File: config.mk
export PLATFORM = sky130hd
export DESIGN_NAME = periodic_pump_interval_scheduler_flat
export DESIGN_NICKNAME = d
export VERILOG_FILES = /design/src/rtl/pisc_pkg.sv /design/src/rtl/pisc_chan_if.sv /design/src/rtl/pisc_slot_eval.sv /design/src/rtl/periodic_pump_interval_scheduler.sv /design/src/flat_wrapper.sv
export VERILOG_INCLUDE_DIRS = /design/src /design/src/rtl
export SDC_FILE = /design/constraint.sdc
export NUM_CORES = 1
export LEC_CHECK = 0
export BUFFER_PORTS_ARGS = -buffer_cell sky130_fd_sc_hd__buf_2
export CAP_MARGIN = 20
export CORE_MARGIN = 2
export CORE_UTILIZATION = 60
export DETAILED_ROUTE_END_ITERATION = 7
export MAX_ROUTING_LAYER = met4
export PLACE_DENSITY_LB_ADDON = 0.25
export SYNTH_ARGS = -nofsm -noshare
export SYNTH_HDL_FRONTEND = slang
export SYNTH_HIERARCHICAL = 1
export SYNTH_SLANG_ARGS = --single-unit
File: constraint.sdc
create_clock -name clock -period 19.26 [get_ports clock]
set_input_delay 0.963 -clock clock [delete_from_list [all_inputs] [get_ports clock]]
set_output_delay 0.963 -clock clock [all_outputs]
set_load 0.05 [all_outputs]
File: src/rtl/periodic_pump_interval_scheduler_macros.svh
// Assertion macros shared by the scheduler RTL.
// Define NO_ASSERTIONS to compile every check away.
`ifndef PERIODIC_PUMP_INTERVAL_SCHEDULER_MACROS_SVH
`define PERIODIC_PUMP_INTERVAL_SCHEDULER_MACROS_SVH

`ifndef NO_ASSERTIONS

// Same-cycle implication.
`define PISC_ASSERT_NOW(label, clk, rst, ante, cons) \
   label: assert property (@(posedge clk) disable iff (rst) (ante) |-> (cons)) \
      else $error("scheduler check failed");

// Next-cycle implication.
`define PISC_ASSERT_NEXT(label, clk, rst, ante, cons) \
   label: assert property (@(posedge clk) disable iff (rst) (ante) |=> (cons)) \
      else $error("scheduler check failed");

`else

`define PISC_ASSERT_NOW(label, clk, rst, ante, cons)
`define PISC_ASSERT_NEXT(label, clk, rst, ante, cons)

`endif

`endif

File: src/rtl/pisc_pkg.sv
package pisc_pkg;

   localparam int NOW_W      = 32;
   localparam int FIELD_W    = 16;
   localparam int DAILY_W    = 24;
   localparam int WAKE_W     = 15;
   localparam int CAND_W     = 22;
   localparam int PUMP_IDX_W = 2;
   localparam int SLOT_COUNT = 4;
   localparam int TABLE_W    = 64;
   localparam int CSR_INDEX_W = 2;
   localparam int CSR_DATA_W  = 64;

   localparam logic [CAND_W-1:0] SECONDS_PER_MINUTE = CAND_W'(60);
   localparam logic [CAND_W-1:0] FIRST_RUN_DELAY    = CAND_W'(5 * 60);
   localparam logic [CAND_W-1:0] MIN_DELAY          = CAND_W'(60);
   localparam logic [CAND_W-1:0] MAX_DELAY          = CAND_W'(6 * 3600);
   localparam logic [CAND_W-1:0] FALLBACK_DELAY     = CAND_W'(3600);
   localparam logic [CAND_W-1:0] BEST_INIT          = {CAND_W{1'b1}};
   localparam logic [DAILY_W-1:0] DAILY_MAX         = {DAILY_W{1'b1}};

   typedef enum logic [CSR_INDEX_W-1:0] {
      CSR_ENABLE_MASK    = 2'd0,
      CSR_INTERVAL_TABLE = 2'd1,
      CSR_RUN_TABLE      = 2'd2
   } csr_index_type;

   typedef enum logic [1:0] {
      ST_IDLE,
      ST_SCAN,
      ST_WAKE,
      ST_DONE
   } state_type;

   // Verdict of the shared slot evaluator for one pump.
   typedef struct packed {
      logic              due;
      logic [CAND_W-1:0] cand;
   } slot_eval_type;

endpackage

File: src/rtl/pisc_chan_if.sv
interface pisc_req_if;
   logic                        valid;
   logic                        ready;
   logic [pisc_pkg::NOW_W-1:0]  now_seconds;
   logic                        day_reset;

   modport source (output valid, output now_seconds, output day_reset, input ready);
   modport sink   (input valid, input now_seconds, input day_reset, output ready);
endinterface

interface pisc_rsp_if;
   logic                            valid;
   logic                            ready;
   logic                            fired;
   logic [pisc_pkg::PUMP_IDX_W-1:0] fired_pump;
   logic [pisc_pkg::FIELD_W-1:0]    run_duration;
   logic [pisc_pkg::DAILY_W-1:0]    daily_total;
   logic [pisc_pkg::WAKE_W-1:0]     wake_delay;

   modport source (output valid, output fired, output fired_pump, output run_duration,
                   output daily_total, output wake_delay, input ready);
   modport sink   (input valid, input fired, input fired_pump, input run_duration,
                   input daily_total, input wake_delay, output ready);
endinterface

File: src/rtl/pisc_slot_eval.sv
module pisc_slot_eval (
   input  logic [pisc_pkg::NOW_W-1:0]   now_seconds,
   input  logic [pisc_pkg::NOW_W-1:0]   last_run,
   input  logic [pisc_pkg::FIELD_W-1:0] interval,
   output pisc_pkg::slot_eval_type      result
);

   logic                           never_run;
   logic [pisc_pkg::CAND_W-1:0]    need;
   logic [pisc_pkg::NOW_W-1:0]     elapsed;
   logic                           elapsed_ok;

   always_comb begin
      never_run  = (last_run == '0);
      need       = pisc_pkg::CAND_W'(interval) * pisc_pkg::SECONDS_PER_MINUTE;
      // wraps modulo 2^32, so a clock that stepped back reads as overdue
      elapsed    = now_seconds - last_run;
      elapsed_ok = (elapsed >= pisc_pkg::NOW_W'(need));
      result.due = never_run || elapsed_ok;
      if (never_run) begin
         result.cand = pisc_pkg::FIRST_RUN_DELAY;
      end else if (elapsed_ok) begin
         result.cand = '0;
      end else begin
         result.cand = need - elapsed[pisc_pkg::CAND_W-1:0];
      end
   end

endmodule

File: src/rtl/periodic_pump_interval_scheduler.sv
// Periodic pump interval scheduler.
// req_chan carries one wake transfer: the epoch second and a day-reset flag.
// rsp_chan returns exactly one transfer per wake: whether a pump fired, its
// index, run minutes and accumulated daily minutes, and the seconds until
// the next wake (60..21600). csr_* writes enable_mask (0), interval_table (1)
// and run_table (2); write only while no wake is in flight.
// Sequence: after a wake is taken the sequencer scans one pump a cycle up to
// the first due pump or the last pump (no scan for a day-reset wake), then makes
// a pass over all pumps for the wake-delay minimum and loads the output
// register. The next wake is taken only once the sequencer is idle again.
// Both passes share a single slot evaluator (one 32-bit subtract, compare and
// 22-bit subtract) that a small sequencer steps across the pumps.
// req_chan.ready is high only while the sequencer idles, so a new wake is
// taken while the previous result still waits in the output register.
// If the receiver stalls, the sequencer holds its finished result until the
// output register frees up. Synchronous reset clears the sequencer, the
// configuration, every last-run time and daily total, and the output valid flag.
`include "periodic_pump_interval_scheduler_macros.svh"

module periodic_pump_interval_scheduler #(
   parameter int NUM_PUMPS = 4
) (
   input  logic                                  clock,
   input  logic                                  reset,
   pisc_req_if.sink                              req_chan,
   pisc_rsp_if.source                            rsp_chan,
   input  logic                                  csr_write_enable,
   input  logic [pisc_pkg::CSR_INDEX_W-1:0]      csr_index,
   input  logic [pisc_pkg::CSR_DATA_W-1:0]       csr_write_data
);

   localparam int IDX_W = (NUM_PUMPS > 1) ? $clog2(NUM_PUMPS) : 1;
   localparam logic [IDX_W-1:0] LAST_IDX = IDX_W'(NUM_PUMPS - 1);

   // configuration
   logic [pisc_pkg::SLOT_COUNT-1:0] enable_ff;
   logic [pisc_pkg::TABLE_W-1:0]    interval_ff;
   logic [pisc_pkg::TABLE_W-1:0]    run_ff;

   // per-pump state
   logic [pisc_pkg::NOW_W-1:0]   last_run_ff [NUM_PUMPS];
   logic [pisc_pkg::DAILY_W-1:0] daily_ff    [NUM_PUMPS];

   // sequencer
   pisc_pkg::state_type state_ff, state_in;
   logic [IDX_W-1:0]    idx_ff, idx_in;

   // working registers of the wake in flight
   logic [pisc_pkg::NOW_W-1:0]      now_ff;
   logic                            fired_ff;
   logic [pisc_pkg::PUMP_IDX_W-1:0] pump_ff;
   logic [pisc_pkg::FIELD_W-1:0]    dur_ff;
   logic [pisc_pkg::DAILY_W-1:0]    total_ff;
   logic [pisc_pkg::CAND_W-1:0]     best_ff;

   // output register
   logic                            rsp_valid_ff;
   logic                            rsp_fired_ff;
   logic [pisc_pkg::PUMP_IDX_W-1:0] rsp_pump_ff;
   logic [pisc_pkg::FIELD_W-1:0]    rsp_dur_ff;
   logic [pisc_pkg::DAILY_W-1:0]    rsp_total_ff;
   logic [pisc_pkg::WAKE_W-1:0]     rsp_wake_ff;

   // combinational
   logic [pisc_pkg::PUMP_IDX_W-1:0] slot;
   logic [pisc_pkg::FIELD_W-1:0]    slot_interval;
   logic [pisc_pkg::FIELD_W-1:0]    slot_run;
   logic                            slot_on;
   logic                            last_slot;
   pisc_pkg::slot_eval_type         slot_eval;
   logic [pisc_pkg::DAILY_W:0]      daily_sum;
   logic [pisc_pkg::DAILY_W-1:0]    daily_sat;
   logic [pisc_pkg::WAKE_W-1:0]     wake_clamped;
   logic                            req_accept;
   logic                            fire_now;
   logic                            rsp_load;
   logic                            ready;

   assign slot          = pisc_pkg::PUMP_IDX_W'(idx_ff);
   assign slot_interval = interval_ff[{slot, 4'b0000} +: pisc_pkg::FIELD_W];
   assign slot_run      = run_ff[{slot, 4'b0000} +: pisc_pkg::FIELD_W];
   assign slot_on       = enable_ff[slot];
   assign last_slot     = (idx_ff == LAST_IDX);

   // the one arithmetic unit, shared by the scan and the wake-delay pass
   pisc_slot_eval u_slot_eval (
      .now_seconds (now_ff),
      .last_run    (last_run_ff[idx_ff]),
      .interval    (slot_interval),
      .result      (slot_eval)
   );

   // saturate the daily total
   always_comb begin
      daily_sum = {1'b0, daily_ff[idx_ff]} + (pisc_pkg::DAILY_W + 1)'(slot_run);
      daily_sat = daily_sum[pisc_pkg::DAILY_W] ? pisc_pkg::DAILY_MAX
                                               : daily_sum[pisc_pkg::DAILY_W-1:0];
   end

   // clamp the minimum; no enabled pump leaves BEST_INIT and lands on the fallback
   always_comb begin
      if (best_ff < pisc_pkg::MIN_DELAY) begin
         wake_clamped = pisc_pkg::WAKE_W'(pisc_pkg::MIN_DELAY);
      end else if (best_ff > pisc_pkg::MAX_DELAY) begin
         wake_clamped = pisc_pkg::WAKE_W'(pisc_pkg::FALLBACK_DELAY);
      end else begin
         wake_clamped = best_ff[pisc_pkg::WAKE_W-1:0];
      end
   end

   assign rsp_load   = !rsp_valid_ff || rsp_chan.ready;
   assign req_accept = req_chan.valid && ready;

   // next state and strobes
   always_comb begin
      state_in = state_ff;
      idx_in   = idx_ff;
      ready    = 1'b0;
      fire_now = 1'b0;
      unique case (state_ff)
         pisc_pkg::ST_IDLE: begin
            ready  = 1'b1;
            idx_in = '0;
            if (req_chan.valid) begin
               state_in = req_chan.day_reset ? pisc_pkg::ST_WAKE : pisc_pkg::ST_SCAN;
            end
         end
         pisc_pkg::ST_SCAN: begin
            fire_now = slot_on && slot_eval.due;
            if (fire_now || last_slot) begin
               state_in = pisc_pkg::ST_WAKE;
               idx_in   = '0;
            end else begin
               idx_in = idx_ff + 1'b1;
            end
         end
         pisc_pkg::ST_WAKE: begin
            if (last_slot) begin
               state_in = pisc_pkg::ST_DONE;
               idx_in   = '0;
            end else begin
               idx_in = idx_ff + 1'b1;
            end
         end
         pisc_pkg::ST_DONE: begin
            if (rsp_load) begin
               state_in = pisc_pkg::ST_IDLE;
            end
         end
         default: begin
            state_in = pisc_pkg::ST_IDLE;
         end
      endcase
   end

   always_ff @(posedge clock) begin
      if (reset) begin
         state_ff <= pisc_pkg::ST_IDLE;
         idx_ff   <= '0;
      end else begin
         state_ff <= state_in;
         idx_ff   <= idx_in;
      end
   end

   always_ff @(posedge clock) begin
      if (reset) begin
         enable_ff    <= '0;
         interval_ff  <= '0;
         run_ff       <= '0;
         rsp_valid_ff <= 1'b0;
         for (int i = 0; i < NUM_PUMPS; i++) begin
            last_run_ff[i] <= '0;
            daily_ff[i]    <= '0;
         end
      end else begin
         // register writes; an unknown index is dropped
         if (csr_write_enable) begin
            unique case (csr_index)
               pisc_pkg::CSR_ENABLE_MASK:
                  enable_ff <= csr_write_data[pisc_pkg::SLOT_COUNT-1:0];
               pisc_pkg::CSR_INTERVAL_TABLE:
                  interval_ff <= csr_write_data;
               pisc_pkg::CSR_RUN_TABLE:
                  run_ff <= csr_write_data;
               default: begin
               end
            endcase
         end

         // take the wake and start a fresh result
         if (req_accept) begin
            now_ff   <= req_chan.now_seconds;
            fired_ff <= 1'b0;
            pump_ff  <= '0;
            dur_ff   <= '0;
            total_ff <= '0;
            best_ff  <= pisc_pkg::BEST_INIT;
            if (req_chan.day_reset) begin
               for (int i = 0; i < NUM_PUMPS; i++) begin
                  last_run_ff[i] <= '0;
                  daily_ff[i]    <= '0;
               end
            end
         end

         // first due pump fires; its new last-run time feeds the wake pass
         if (fire_now) begin
            last_run_ff[idx_ff] <= now_ff;
            daily_ff[idx_ff]    <= daily_sat;
            fired_ff            <= 1'b1;
            pump_ff             <= slot;
            dur_ff              <= slot_run;
            total_ff            <= daily_sat;
         end

         // advance the running minimum over enabled pumps
         if (state_ff == pisc_pkg::ST_WAKE && slot_on && slot_eval.cand < best_ff) begin
            best_ff <= slot_eval.cand;
         end

         // hand over to the output register, or drop it once transferred
         if (state_ff == pisc_pkg::ST_DONE && rsp_load) begin
            rsp_valid_ff <= 1'b1;
            rsp_fired_ff <= fired_ff;
            rsp_pump_ff  <= pump_ff;
            rsp_dur_ff   <= dur_ff;
            rsp_total_ff <= total_ff;
            rsp_wake_ff  <= wake_clamped;
         end else if (rsp_chan.ready) begin
            rsp_valid_ff <= 1'b0;
         end
      end
   end

   assign req_chan.ready        = ready;
   assign rsp_chan.valid        = rsp_valid_ff;
   assign rsp_chan.fired        = rsp_fired_ff;
   assign rsp_chan.fired_pump   = rsp_pump_ff;
   assign rsp_chan.run_duration = rsp_dur_ff;
   assign rsp_chan.daily_total  = rsp_total_ff;
   assign rsp_chan.wake_delay   = rsp_wake_ff;

   `PISC_ASSERT_NOW(a_wake_in_range, clock, reset, rsp_valid_ff,
      rsp_wake_ff >= pisc_pkg::WAKE_W'(pisc_pkg::MIN_DELAY) &&
      rsp_wake_ff <= pisc_pkg::WAKE_W'(pisc_pkg::MAX_DELAY))
   `PISC_ASSERT_NOW(a_quiet_when_unfired, clock, reset, rsp_valid_ff && !rsp_fired_ff,
      rsp_pump_ff == '0 && rsp_dur_ff == '0 && rsp_total_ff == '0)
   `PISC_ASSERT_NEXT(a_best_never_rises, clock, reset, state_ff == pisc_pkg::ST_WAKE,
      best_ff <= $past(best_ff))
   `PISC_ASSERT_NEXT(a_day_reset_clears, clock, reset,
      req_accept && req_chan.day_reset,
      last_run_ff[0] == '0 && daily_ff[0] == '0 && !fired_ff)
   `PISC_ASSERT_NOW(a_fire_only_enabled, clock, reset, fire_now,
      enable_ff[slot] && state_ff == pisc_pkg::ST_SCAN)

endmodule
File: src/flat_wrapper.sv
// flat-port wrapper written by rule: the top's interface ports become plain ports
module periodic_pump_interval_scheduler_flat 
#(
   parameter int NUM_PUMPS = 4
)
  (clock, reset, csr_write_enable, csr_index, csr_write_data, req_chan_valid, req_chan_now_seconds, req_chan_day_reset, req_chan_ready, rsp_chan_valid, rsp_chan_fired, rsp_chan_fired_pump, rsp_chan_run_duration, rsp_chan_daily_total, rsp_chan_wake_delay, rsp_chan_ready);
  pisc_req_if req_chan_i ();
  pisc_rsp_if rsp_chan_i ();
  input  logic clock;
  input  logic reset;
  input  logic csr_write_enable;
  input  logic [pisc_pkg::CSR_INDEX_W-1:0] csr_index;
  input  logic [pisc_pkg::CSR_DATA_W-1:0] csr_write_data;
  input wire logic [$bits(req_chan_i.valid)-1:0] req_chan_valid;
  input wire logic [$bits(req_chan_i.now_seconds)-1:0] req_chan_now_seconds;
  input wire logic [$bits(req_chan_i.day_reset)-1:0] req_chan_day_reset;
  output wire logic [$bits(req_chan_i.ready)-1:0] req_chan_ready;
  output wire logic [$bits(rsp_chan_i.valid)-1:0] rsp_chan_valid;
  output wire logic [$bits(rsp_chan_i.fired)-1:0] rsp_chan_fired;
  output wire logic [$bits(rsp_chan_i.fired_pump)-1:0] rsp_chan_fired_pump;
  output wire logic [$bits(rsp_chan_i.run_duration)-1:0] rsp_chan_run_duration;
  output wire logic [$bits(rsp_chan_i.daily_total)-1:0] rsp_chan_daily_total;
  output wire logic [$bits(rsp_chan_i.wake_delay)-1:0] rsp_chan_wake_delay;
  input wire logic [$bits(rsp_chan_i.ready)-1:0] rsp_chan_ready;
  assign req_chan_i.valid = req_chan_valid;
  assign req_chan_i.now_seconds = req_chan_now_seconds;
  assign req_chan_i.day_reset = req_chan_day_reset;
  assign req_chan_ready = req_chan_i.ready;
  assign rsp_chan_valid = rsp_chan_i.valid;
  assign rsp_chan_fired = rsp_chan_i.fired;
  assign rsp_chan_fired_pump = rsp_chan_i.fired_pump;
  assign rsp_chan_run_duration = rsp_chan_i.run_duration;
  assign rsp_chan_daily_total = rsp_chan_i.daily_total;
  assign rsp_chan_wake_delay = rsp_chan_i.wake_delay;
  assign rsp_chan_i.ready = rsp_chan_ready;
  periodic_pump_interval_scheduler #(.NUM_PUMPS(NUM_PUMPS)) u_core (.clock(clock), .reset(reset), .req_chan(req_chan_i), .rsp_chan(rsp_chan_i), .csr_write_enable(csr_write_enable), .csr_index(csr_index), .csr_write_data(csr_write_data));
endmodule
==> run_results.csv, run 1 <==
group,metric,value,unit
outcome,status,"complete, no violations",
floorplan,rows,78,
clock_tree,cts_max_level,2,
finish,post-route-util,0.677,
job,maxCapViolCount,0,
yosys,synth_cell_type_count,89,
critical_path,path_class,"reg -> reg",
power_and_ir_drop,intPower,2270,uW
power_and_ir_drop,ir_drop,0.0896,mV
sta,hold_viol_final,0,
sta,min_period,10770,ps
clock_tree,cts_hold_buffers,0,
clock_tree,cts_root_buffer,"clkbuf_16",
routing,drt-wirelength-per-cell,21.5,um
floorplan,io_pins,164,
grt,track_usage,0.304,
sta,period_share,0.559,
power_and_ir_drop,swShare,0.334,
floorplan,die-area,48000,sq um
grt,grt_remaining_overflow,0,
finish,layout.cells.non_filler,3278,
grt,grt_max_degree,77,
sta,worst_pin_slew,1180,ps
floorplan,fp.dieH,219,um
critical_path,startpoint_type,"flop",
clock_tree,clk_pin_slew,60,ps
yosys,syn-mean-instance-area,11.0,sq um
finish,syn2layout_area_growth,11.0,%
routing,ant_nets,0,
routing,wl,70300,um
floorplan,start_util,0.610,
routing,vias,20008,
sta,rsz0062_at_grt,"false",
place,dp_hpwl,49300,um
grt,grt_pass1_wl,109000,um
place,port_buffers,163,
power_and_ir_drop,clockPowerShare,0.298,
finish,final.fill_count,3405,
power_and_ir_drop,switchingPower,1140,uW
yosys,synth_area_leaders,"edfxtp_1 (41%), dfxtp_1 (10%), mux4_2 (7.2%), ha_1 (6.3%), a21oi_1 (4.4%)",
floorplan,core,45500,sq um
clock_tree,post_cts_buffers,0,
critical_path,crit_top_cell,"buf_4",
clock_tree,clk_latency,630,ps
yosys,synthDominantCellAreaShare,0.410,
sta,fmax,0.0929,GHz
clock_tree,max-clock-path-buffers,3,
yosys,ys_seq_area_frac,0.510,
sta,setup_violations,0,
yosys,yosysWarningCount,6,
yosys,syn-num-nets,2786,
grt,grt_pass1_vias,19541,
clock_tree,cts_resized,0,
routing,viasPerCell,6.10,
min_path,min_path_type,"reg -> reg",
place,pre_cts_slack,8620,ps
finish,multiInputGateArea,12500,sq um
power_and_ir_drop,cellPowerDensity,111,nW/um^2
critical_path,crit_slowest_cell,"mux4_2",
clock_tree,cts_buffers,53,
critical_path,endpoint_kind,"flop",
yosys,synthCells,2512,
yosys,synth_edf_count,379,
yosys,synthArstFlopShare,0,
yosys,synth_seq_cells,518,
critical_path,crit_path_max_incr_delay,680,ps
sta,clock_skew,52.7,ps
sta,slew_violations,0,
sta,setup_tns,0,ps
clock_tree,cts_tree,"done",
critical_path,path_max_fanout,38,
floorplan,die_w,219,um
clock_tree,cts.sinks,518,
grt,antenna_found_initial,4,
critical_path,cp.required,19540,ps
routing,first_iter_violations,2033,
finish,fin_nets,2904,
yosys,synth_top_cell_by_area,"edfxtp_1",
yosys,syn_area,27700,sq um
sta,holdWs,419,ps
sta,relSlewSlack,0.207,
critical_path,cp_data_arrival_time,11040,ps
power_and_ir_drop,seqPwrFrac,0.395,
routing,drc,0,
sta,final.setup.worst_slack,8490,ps
power_and_ir_drop,leakage,0.0118,uW
yosys,synth_flop_cell,"edfxtp_1",
place,placed_cells,3173,
finish,register_area,14200,sq um
place,gp_congestion,0.986,
routing,drt-pass1-iter-count,5,
finish,drive_above_1_share,0.157,
power_and_ir_drop,p_comb_frac,0.307,
==> per-layer routing <==
metal	global-route usage	wire length [um]	up-vias	share of wire
met1	0.402	29300	9740	0.42
met3	0.0413	4980	148	0.071
li1	-	-	9280	-
met4	0.114	2630	0	0.037
met5	-	0	-	0
met2	0.485	33500	840	0.48
==> path summary, 6_finish.rpt <==
kind	from	slack [ps]	to	depth (start not counted)
worst max-delay path	u_core/idx_ff[0]$_SDFFE_PP0N_	8490	u_core/last_run_ff[2][15]$_SDFFCE_PN0P_	32
worst min-delay path	u_core/total_ff[10]$_SDFFCE_PN0P_	420	u_core/rsp_chan.daily_total[10]$_DFFE_PP_	0
worst max register to register	u_core/idx_ff[0]$_SDFFE_PP0N_	8490	u_core/last_run_ff[2][15]$_SDFFCE_PN0P_	32
worst min register to register	u_core/total_ff[10]$_SDFFCE_PN0P_	420	u_core/rsp_chan.daily_total[10]$_DFFE_PP_	0
==> power by group through the flow <==
stage | clock network, uW | registers, uW | logic [uW]
floorplan | 0 | 1370 | 754
global placement | 0 | 1360 | 1010
detailed placement | 0 | 1370 | 1020
CTS | 1030 | 1350 | 1030
global route | 1070 | 1350 | 1140
finish | 1020 | 1350 | 1050
==> Yosys cell counts (11+ instances only) <==
cell and n:
or3_1 18, fa_1 31, edfxtp_1 379, o21a_1 24
xnor2_1 40, dfxtp_1 139, nand2_1 317, a21o_1 29
xor2_1 19, o21bai_1 13, a211oi_1 14, nor4_1 24
nand2b_1 11, inv_1 163, nor2_1 165, a21oi_1 244
nand3_1 20, clkbuf_1 83, o211ai_1 13, and2_1 155
and3_1 12, buf_1 17, ha_1 139, nor3_1 51
nor2b_1 15, buf_2 23, o21ai_0 75, nand4_1 22
mux4_2 89
==> sequential cells by signal (all words and copies together), names as in the netlist, 4 cells and up, named ones only <==
name                          flops
u_core/rsp_chan.daily_total      24
u_core/rsp_chan.wake_delay       15
u_core/best_ff                   22
u_core/total_ff                  24
u_core/enable_ff                  4
u_core/rsp_chan.run_duration     16
u_core/last_run_ff              128
u_core/interval_ff               64
u_core/daily_ff                  96
u_core/run_ff                    64
u_core/now_ff                    32
u_core/dur_ff                    16
==> logic make-up after synthesis <==
logic type      count (synthesis)  synth area share
flops                         518             0.510
buf+inv                       292            0.0416
xor+xnor                       59            0.0186
fa+ha+maj                     170            0.0850
simple gates                  869             0.154
mux                            99            0.0759
compound gates                505             0.115
==> worst max-delay path, delay by kind of cell, from the launching register on <==
| kind | cells | cell delay, ps |
|---|---|---|
| AO/OA/AOI/OAI | 11 | 2580 |
| adder cells (fa/ha/maj) | 4 | 1850 |
| buffers and inverters | 7 | 2490 |
| flip-flops | 1 | 310 |
| multiplexers | 2 | 860 |
| AND/OR/NAND/NOR | 8 | 2260 |
==> layout make-up <==
type	instances	area share
clock inverter	31	0.0104
timing repair buffer	192	0.0340
inverter	163	0.0199
antenna	3	0.000244
sequential	518	0.460
clock buffer	69	0.0460
multi-input combinational	1702	0.405
tap	600	0.0244
==> placed cells by master (no fill, tap or decap), types with 11 or more instances in the layout <==
cell       Yosys  layout
edfxtp_1     379     379
nand2_1      317     313
a21oi_1      244     243
nor2_1       165     164
buf_2         23     163
inv_1        163     163
and2_1       155     155
ha_1         139     139
dfxtp_1      139     136
mux4_2        89      89
o21ai_0       75      75
clkbuf_16      0      53
nor3_1        51      50
xnor2_1       40      40
fa_1          31      31
a21o_1        29      29
buf_4          4      28
o21a_1        24      24
nor4_1        24      24
nand4_1       22      22
nand3_1       20      20
xor2_1        19      19
or3_1         18      18
nor2b_1       15      15
a211oi_1      14      14
clkbuf_1      83      13
o211ai_1      13      13
o21bai_1      13      13
and3_1        12      12
clkinv_1       0      11
nand2b_1      11      11
==> metrics by stage <==
step | total power (uW) | area (sq um)
after CTS | 3410 | 30800
after floorplan | 2120 | 27700
after global routing | 3570 | 30800
final | 3410 | 30800
after global placement | 2370 | 29000
after detailed placement | 2390 | 29000
Note: power is estimated with default switching activity, not from simulation.
==> run 2, diff against run 1 <==
==> constraint.sdc (replaced) <==
create_clock -name clock -period 10.4 [get_ports clock]
set_input_delay 0.52 -clock clock [delete_from_list [all_inputs] [get_ports clock]]
set_output_delay 0.52 -clock clock [all_outputs]
set_load 0.05 [all_outputs]
==> run 2 against run 1 <==
  * Sequential share of layout area down 0.26 points
  * Hold slack worse by 350 ps
  * Largest cell class unchanged
  * Flip-flop and latch count unchanged
  * Worst setup slack worse by 7500 ps
  * Sequential power up 86%
  * Critical path depth up 2
  * Combinational power up 81%
  * Global-route usage about the same
  * Cell count unchanged
==> run_results.csv, run 2 (synthesis results as in run 1) <==
group,metric,value,unit
finish,final.fill_count,3388,
routing,drt-pass1-iter-count,5,
finish,largest-register,"u_core/last_run_ff",
min_path,min_path_type,"in -> reg",
finish,reg.largest.list,"u_core/last_run_ff x128, u_core/daily_ff x96",
power_and_ir_drop,cellPowerDensity,208,nW/um^2
critical_path,cp.required,10670,ps
grt,grt_max_degree,92,
critical_path,endpoint_kind,"flop",
routing,ant_nets,0,
routing,viasPerCell,6.10,
routing,drt-wirelength-per-cell,21.4,um
routing,drc,0,
clock_tree,cts_max_level,2,
sta,relSlewSlack,0.227,
clock_tree,max-clock-path-buffers,3,
floorplan,core,45500,sq um
finish,register_area,14200,sq um
routing,wl,70200,um
critical_path,rr_worst_depth,34,
clock_tree,cts.sinks,518,
finish,fin_nets,2905,
sta,setup_violations,0,
floorplan,die-area,48000,sq um
sta,slew_violations,0,
outcome,status,"complete, no violations",
grt,grt_pass1_wl,110000,um
sta,fmax,0.107,GHz
power_and_ir_drop,leakage,0.0119,uW
sta,hold_viol_final,0,
place,placed_cells,3177,
clock_tree,post_cts_buffers,0,
floorplan,start_util,0.610,
sta,period_share,0.901,
critical_path,rr_startpoint,"u_core/idx_ff[0]$_SDFFE_PP0N_",
critical_path,crit_path_max_incr_delay,630,ps
floorplan,io_pins,164,
finish,largest_reg_flops,128,
finish,drive_above_1_share,0.160,
routing,vias,19993,
sta,clock_skew,38.3,ps
min_path,hp-start,"req_chan_now_seconds[2]",
clock_tree,cts_tree,"done",
floorplan,fp.dieH,219,um
critical_path,crit_slowest_cell,"mux4_2",
floorplan,die_w,219,um
routing,first_iter_violations,1757,
grt,grt_pass1_vias,19801,
critical_path,startpoint_type,"flop",
clock_tree,clk_pin_slew,60,ps
power_and_ir_drop,finalPower,6430,uW
finish,layout.cells.non_filler,3278,
sta,worst_pin_slew,1160,ps
clock_tree,cts_buffers,51,
clock_tree,cts_root_buffer,"clkbuf_16",
place,port_buffers,163,
grt,track_usage,0.304,
grt,grt_remaining_overflow,0,
place,dp_hpwl,49400,um
sta,setup_tns,0,ps
job,maxCapViolCount,0,
sta,min_period,9370,ps
sta,rsz0062_at_grt,"false",
finish,multiInputGateArea,12500,sq um
clock_tree,clk_latency,630,ps
sta,holdWs,68.5,ps
finish,syn2layout_area_growth,11.7,%
critical_path,crit_start,"u_core/idx_ff[0]$_SDFFE_PP0N_",
min_path,whs_path_depth,1,
critical_path,cp_data_arrival_time,9640,ps
finish,mostFrequentLayoutCells,"edfxtp_1 (379), nand2_1 (313), a21oi_1 (243), nor2_1 (164), inv_1 (163)",
floorplan,rows,78,
critical_path,path_class,"reg -> reg",
place,gp_congestion,0.919,
power_and_ir_drop,ir_drop,0.178,mV
finish,mostFrequentLayoutCell,"edfxtp_1",
critical_path,path_max_fanout,23,
grt,antenna_found_initial,5,
==> run 2: cell types whose count changed in the layout (fill, tap and decap cells not counted), sizes merged <==
cell / delta
clkbuf: -8
bufinv: +7
clkinv: -5
buf: +3
diode: +2
clkinvlp: +1
==> run 2: layout make-up <==
type,count,share of cell area
Clock buffer,61,0.0427
Timing Repair Buffer,195,0.0350
Tap cell,600,0.0242
Sequential cell,518,0.457
Multi-Input combinational cell,1702,0.403
Antenna cell,5,0.000404
Clock inverter,34,0.0172
Inverter,163,0.0197
==> run 2: worst paths after layout <==
kind	to	slack (ps)
min reg2reg	u_core/rsp_chan.daily_total[12]$_DFFE_PP_	420
min	u_core/now_ff[2]$_DFFE_PP_	70
max reg2reg	u_core/best_ff[5]$_SDFFCE_PN1P_	1030
max	u_core/best_ff[5]$_SDFFCE_PN1P_	1030
==> run 2: what timing repair did <==
| item | in CTS | in global routing |
|---|---|---|
| resized for setup | 0 | 4 |
| hold buffers | 0 | 0 |
| endpoints found under the hold margin | 0 | 0 |
| endpoints found under the setup margin | 0 | 69 |
==> run 2: routing by layer <==
layer	track usage	wire, um	vias to the layer above
li1	-	-	9271
met1	0.393	29100	9856
met2	0.499	34500	740
met3	0.0460	4680	126
met4	0.0966	1950	0
met5	-	0	-
==> run 2: report_power, final <==
| group | internal [uW] | switching, uW | total [uW] |
|---|---|---|---|
| sequential | 2410 | 103 | 2510 |
| clock | 1200 | 819 | 2020 |
| combinational | 723 | 1180 | 1900 |
| total | 4330 | 2100 | 6430 |
==> run 2: per-stage QoR <==
| step | cell area (sq um) | utilization | setup slack [ps] |
|---|---|---|---|
| 2_1_floorplan | 27700 | - | 1060 |
| 3_3_place_gp | 29100 | 0.639 | 995 |
| 3_5_place_dp | 29100 | 0.639 | 703 |
| 4_1_cts | 30900 | 0.680 | 605 |
| 5_1_grt | 31000 | 0.681 | 126 |
| 6_report | 31000 | 0.681 | 1030 |
==> run 2: worst max-delay path, delay by kind of cell (launching register included) <==
kind	cells	cell delay, ps
AO/OA/AOI/OAI	17	3360
adder cells (fa/ha/maj)	5	2180
buffers and inverters	5	1070
flip-flops	1	550
multiplexers	2	770
AND/OR/NAND/NOR	5	1070
